**src/design/assert_macros.svh**
```systemverilog
// Assertion macros shared by the log-volatility filter RTL.
`ifndef ASSERT_MACROS_SVH
`define ASSERT_MACROS_SVH
`ifndef SYNTHESIS
// Property checked on every rising clock edge outside reset.
`define LVKF_ASSERT(label, clk, rst, prop) \
   label: assert property (@(posedge clk) disable iff (rst) prop) \
      else $error("lvkf assertion failed");
// Expression that must never hold outside reset.
`define LVKF_NEVER(label, clk, rst, expr) \
   label: assert property (@(posedge clk) disable iff (rst) !(expr)) \
      else $error("lvkf forbidden condition");
`else
`define LVKF_ASSERT(label, clk, rst, prop)
`define LVKF_NEVER(label, clk, rst, expr)
`endif
`endif

```
**src/design/lvkf_pkg.sv**
```systemverilog
// Types and constants of the log-volatility Kalman filter.
`timescale 1ns / 1ps
`default_nettype none
package lvkf_pkg;

   localparam int FRAC_BITS  = 16;
   localparam int DIV_NUM_W  = 80;
   localparam int DIV_DEN_W  = 34;
   localparam int DIV_STEPS  = 33;
   localparam int LOG_STEPS  = 24;
   localparam logic [29:0] LN2_Q30 = 30'd744261118;

   // reset values of the control registers
   localparam logic signed [17:0] AR_COEF_RST  = 18'sd62259;
   localparam logic [30:0]        NOISE_SD_RST = 31'd13107;
   localparam logic signed [31:0] LEVEL_RST    = 32'sd0;
   localparam logic signed [31:0] OBS_MEAN_RST = -32'sd83257;
   localparam logic [30:0]        OBS_VAR_RST  = 31'd323409;

   typedef enum logic [2:0] {
      CSR_AR_COEF  = 3'd0,
      CSR_NOISE_SD = 3'd1,
      CSR_LEVEL    = 3'd2,
      CSR_OBS_MEAN = 3'd3,
      CSR_OBS_VAR  = 3'd4
   } csr_index_type;

   typedef struct packed {
      logic signed [31:0] obs;
      logic               block_start;
      logic               series_start;
      logic signed [31:0] prior_state;
      logic               block_end;
   } req_type;

   typedef struct packed {
      logic signed [31:0] filt_mean;
      logic [30:0]        filt_var;
      logic               block_last;
      logic               saturated;
   } rsp_type;

   typedef struct packed {
      logic                 start;
      logic [DIV_NUM_W-1:0] num;
      logic [DIV_DEN_W-1:0] den;
   } div_req_type;

   typedef struct packed {
      logic                 done;
      logic                 ovf;
      logic [DIV_STEPS-1:0] quot;
   } div_rsp_type;

   typedef enum logic [1:0] {
      DIV_STAT = 2'd0,
      DIV_MEAN = 2'd1,
      DIV_VAR  = 2'd2
   } div_kind_type;

   typedef enum logic [25:0] {
      S_IDLE = 26'd1,
      S_SIG  = 26'd2,
      S_SIGR = 26'd4,
      S_PHI2 = 26'd8,
      S_DD   = 26'd16,
      S_PRI  = 26'd32,
      S_PRIR = 26'd64,
      S_LOGN = 26'd128,
      S_NORM = 26'd256,
      S_SQ   = 26'd512,
      S_SQR  = 26'd1024,
      S_LN   = 26'd2048,
      S_LNR  = 26'd4096,
      S_DIFF = 26'd8192,
      S_NUM1 = 26'd16384,
      S_NUM2 = 26'd32768,
      S_NUM3 = 26'd65536,
      S_DIVW = 26'd131072,
      S_VMUL = 26'd262144,
      S_VDIV = 26'd524288,
      S_PRED = 26'd1048576,
      S_PM   = 26'd2097152,
      S_T    = 26'd4194304,
      S_T2   = 26'd8388608,
      S_PV   = 26'd16777216,
      S_OUT  = 26'd33554432
   } state_type;

endpackage
`default_nettype wire

```
**src/design/lvkf_div.sv**
```systemverilog
// Restoring divider, one quotient bit per cycle, with overflow precheck.
`timescale 1ns / 1ps
`default_nettype none
module lvkf_div (
   input  wire logic                 clock,
   input  wire logic                 reset,
   input  wire lvkf_pkg::div_req_type div_req,
   output lvkf_pkg::div_rsp_type      div_rsp
);
   import lvkf_pkg::*;

   logic                 busy_ff, busy_in;
   logic                 done_ff, done_in;
   logic                 ovf_ff, ovf_in;
   logic [5:0]           cnt_ff, cnt_in;
   logic [DIV_DEN_W-1:0] rem_ff, rem_in;
   logic [DIV_DEN_W-1:0] den_ff, den_in;
   logic [DIV_STEPS-1:0] low_ff, low_in;
   logic [DIV_STEPS-1:0] quot_ff, quot_in;
   logic [DIV_DEN_W:0]   trial;

   // next state of the shift-subtract loop
   always_comb begin
      busy_in = busy_ff;
      done_in = 1'b0;
      ovf_in  = ovf_ff;
      cnt_in  = cnt_ff;
      rem_in  = rem_ff;
      den_in  = den_ff;
      low_in  = low_ff;
      quot_in = quot_ff;
      trial   = {rem_ff, low_ff[DIV_STEPS-1]};
      if (div_req.start) begin
         den_in  = div_req.den;
         quot_in = '0;
         low_in  = div_req.num[DIV_STEPS-1:0];
         rem_in  = div_req.num[DIV_STEPS+DIV_DEN_W-1:DIV_STEPS];
         // quotient would not fit in the step count
         if (div_req.num[DIV_NUM_W-1:DIV_STEPS] >=
             {{(DIV_NUM_W-DIV_STEPS-DIV_DEN_W){1'b0}}, div_req.den}) begin
            ovf_in  = 1'b1;
            done_in = 1'b1;
         end else begin
            ovf_in  = 1'b0;
            busy_in = 1'b1;
            cnt_in  = 6'(DIV_STEPS);
         end
      end else if (busy_ff) begin
         if (trial >= {1'b0, den_ff}) begin
            rem_in  = DIV_DEN_W'(trial - {1'b0, den_ff});
            quot_in = {quot_ff[DIV_STEPS-2:0], 1'b1};
         end else begin
            rem_in  = trial[DIV_DEN_W-1:0];
            quot_in = {quot_ff[DIV_STEPS-2:0], 1'b0};
         end
         low_in = {low_ff[DIV_STEPS-2:0], 1'b0};
         cnt_in = cnt_ff - 6'd1;
         if (cnt_ff == 6'd1) begin
            busy_in = 1'b0;
            done_in = 1'b1;
         end
      end
   end

   always_ff @(posedge clock) begin
      if (reset) begin
         busy_ff <= 1'b0;
         done_ff <= 1'b0;
      end else begin
         busy_ff <= busy_in;
         done_ff <= done_in;
      end
      ovf_ff  <= ovf_in;
      cnt_ff  <= cnt_in;
      rem_ff  <= rem_in;
      den_ff  <= den_in;
      low_ff  <= low_in;
      quot_ff <= quot_in;
   end

   assign div_rsp.done = done_ff;
   assign div_rsp.ovf  = ovf_ff;
   assign div_rsp.quot = quot_ff;

endmodule
`default_nettype wire

```
**config.mk**
```make
export PLATFORM = sky130hd
export DESIGN_NAME = lvkf_div
export DESIGN_NICKNAME = d
export VERILOG_FILES = /design/src/design/assert_macros.svh /design/src/design/lvkf_pkg.sv /design/src/design/lvkf_div.sv
export SDC_FILE = /design/constraint.sdc
export NUM_CORES = 1
export LEC_CHECK = 0
export BUFFER_PORTS_ARGS = -buffer_cell sky130_fd_sc_hd__buf_4
export CAP_MARGIN = 0
export CORE_AREA = 2 2 188 190
export CTS_CLUSTER_SIZE = 24
export DETAILED_ROUTE_END_ITERATION = 10
export DIE_AREA = 0 0 190 192
export PLACE_DENSITY = 0.52
export SYNTH_ARGS = -nofsm -noshare
export SYNTH_HDL_FRONTEND = slang
export SYNTH_SLANG_ARGS = --single-unit
```
**constraint.sdc**
```tcl
create_clock -name clock -period 7.6 [get_ports clock]
set_input_delay 0.76 -clock clock [delete_from_list [all_inputs] [get_ports clock]]
set_output_delay 0.76 -clock clock [all_outputs]
set_load 0.05 [all_outputs]
```
==> flow_metrics.tcl <==
set metrics [dict create \
    status "finished, final reports clean" \
    htreeDepth 4 \
    dp_hpwl_um 16600 \
    synth.avg_cell_area_um2 10.3 \
    power_leakage_nw 4.52 \
    p_int_mw 1.69 \
    crit_arrival_ns 3.92 \
    rsz0062_at_grt "false" \
    cp-start-kind "flop" \
    yosys_register_bits 143 \
    critical_path.max_stage_delay_ns 0.53 \
    grt_pass1_wl_um 35300 \
    synth_top_area_share_pct 38.0 \
    crit_type "flop to flop" \
    yosysMostFrequentCell "edfxtp_1" \
    die_h_um 192 \
    critPathRequiredTime_ns 7.78 \
    finalHoldWorstSlack_ns 0.500 \
    initial_core_util_pct 24.9 \
    synthFlopType "edfxtp_1" \
    totalWireLength_um 22200 \
    n_antenna_cell 0 \
    p_per_area_mw_per_mm2 224 \
    startpoint "rem_ff[15]$_DFFE_PP_" \
    ys_seq_area_share_pct 46.2 \
    firstDrtPassIters 5 \
    hold_class "input port to flop" \
    power_frac_comb_pct 25.2 \
    skew_ns 0.0116 \
    clock-sinks 143 \
    route.detailed.drc 0 \
    ant_nets 0 \
    cp_max_fo 43 \
    syn-cell-area_mm2 0.00853 \
    worstSkewPairLatency_ns 0.44 \
    num_rows 68 \
    cts_root_buf "clkbuf_16" \
    setup_tns_ns 0 \
    io_buffers 151 \
    die_area_mm2 0.0365 \
    end_kind "flop" \
    yosysTopAreaCell "edfxtp_1" \
    rr_worst_depth 10 \
    yosys_warnings 0 \
    synth-async-reset-ratio_pct 0 \
    grtUsageTotal_pct 12.6 \
    post_cts_resized 0 \
    ff2ff_setup_slack_ns 3.86 \
    clkTransAtPathRegs_ns 0.06 \
    vias_per_cell 4.53 \
    wl_per_cell_um 15.5 \
    place_congestion 0.770 \
    seq_power_share_pct 39.3 \
    p_sw_share_pct 29.4 \
    grt_pass1_vias 6558 \
    drive_above_1_share_pct 23.9 \
    grt_max_degree 93 \
    grt_antenna_before_repair 0 \
    worstMarginPinSlew_ns 1.11 \
    io_pins 152 \
    p_switching_uw 705 \
    fin_crit_sh_pct 49.2 \
    finish.net_count 1160 \
    vias 6529 \
    regToRegStartpoint "rem_ff[15]$_DFFE_PP_" \
    min-delay-start "reset" \
    die_width_um 190 \
    finalSetupViolations 0 \
    clock.fmax_ghz 0.267 \
    synth_nets 1018 \
    crit_slowest_cell "a31oi_4" \
    hold_buffers 0 \
    netlist_top_cells_area "edfxtp_1, ha_1, dfxtp_1, mux2_2, mux2i_1" \
    overflow 0 \
    slew_violations 0 \
    vdd_drop_max_mv 0.145 \
    synth_cell_type_count 59 \
    max_cap_viol_count 0 \
    crit_chain "ha_1, a211o_1, a21oi_1, nor3b_2, o32ai_1, or2_1, a31oi_4, buf_4, nor2_1, a221o_1" \
    clockBufferDepth 2 \
    relSlewSlack_pct 25.1 \
    synth_edf_count 108 \
    power_frac_clock_pct 35.4 \
    areaGrowthSynthToFinish_pct 25.8 \
    synthTopCellsByCount "edfxtp_1, inv_1, nor2_1, ha_1, a21oi_1" \
    synthCells 830 \
    hold_violations 0 \
    cts_inserted_buffers 17 \
    post-route-min-period_ns 3.74 \
    drt_iter0_drc 312 \
    cts_tree "yes" \
    post_cts_buffers 0 \
    core_mm2 0.0343 \
    hold_depth 2 \
]
[per-layer routing]
metal	GRT usage [%]	share of wire, %
met5	0	0
met4	3.79	1.2
met3	4.62	7.5
met2	19.7	45
met1	16.1	46
[critical path: cells and delay by family, from the launching register on]
| family | cells | cell delay [ns] |
|---|---|---|
| flip-flops | 1 | 0.40 |
| adder cells (fa/ha/maj) | 1 | 0.38 |
| buffers and inverters | 1 | 0.51 |
| AND/OR/NAND/NOR | 3 | 0.67 |
| AO/OA/AOI/OAI | 5 | 1.52 |
[registers in the layout, indices dropped and copies added, names as in the netlist]
| name | cells |
|---|---|
| ovf_ff | 1 |
| quot_ff | 33 |
| rem_ff | 34 |
| den_ff | 34 |
| low_ff | 33 |
| done_ff | 1 |
| cnt_ff | 6 |
| busy_ff | 1 |
[power groups by stage]
stage	combinational [mW]	clock (mW)	sequential [mW]
after floorplan	0.442	0	0.951
after global placement	0.603	0	0.959
after detailed placement	0.609	0	0.959
after CTS	0.612	0.879	0.944
after global routing	0.683	0.903	0.951
final	0.605	0.850	0.943
[cells by family (layout without fill, tap and decap cells)]
kind of cell               after synthesis  count (layout)  share of synthesized area (%)
DFF                                    143             143                           46.2
muxes                                   74              74                           9.25
AOI/OAI and AO/OA                      183             183                           13.8
xor gates and xnor gates                32              32                           3.29
adders and majority gates               71              71                           10.5
buffers and inverters                  115             270                           5.29
and+or+nand+nor                        212             212                           11.6
[cell usage in the layout (no fill, tap or decap), types with 5 or more instances in the layout]
master	count
mux2i_1	35
a211oi_1	15
nor3_1	7
edfxtp_1	108
nand2b_1	5
a31oi_1	5
nand4_1	15
a21oi_1	57
and3_1	5
nor2b_1	6
nor4_1	8
xor2_1	19
o211ai_1	7
inv_1	83
dfxtp_1	34
clkbuf_16	19
mux2_2	39
nand2_1	55
o21ai_0	37
buf_4	154
a21o_1	19
nor2_1	80
ha_1	70
o21a_1	12
nand3_1	12
xnor2_1	13
[final timing paths]
kind                                            endpoint
worst max register to register      rem_ff[29]$_DFFE_PP_
worst min register to register  quot_ff[32]$_SDFFE_PP0P_
worst min-delay path                busy_ff$_SDFFE_PP0P_
worst max-delay path                rem_ff[29]$_DFFE_PP_
[stage by stage]
stage | cell area, µm² | power, mW | std cells | worst slack, ns | utilization, %
floorplan | 8530 | 1.39 | 830 | 4.60 | -
detailed placement | 10100 | 1.57 | 1408 | 3.83 | 29.5
global route | 10700 | 2.54 | 1440 | 3.62 | 31.3
finish | 10700 | 2.40 | 1440 | 3.86 | 31.3
CTS | 10700 | 2.43 | 1440 | 3.80 | 31.3
global placement | 10100 | 1.56 | 1408 | 3.91 | 29.5
[area by class of cell]
class	instances	area (µm²)
Fill cell	3565	23600
Multi-Input combinational cell	572	4140
Sequential cell	143	3950
Timing Repair Buffer	155	1170
Tap cell	455	569
Clock buffer	21	503
Inverter	83	312
Clock inverter	11	96.3
No activity file was read; power rests on OpenSTA's default activity.
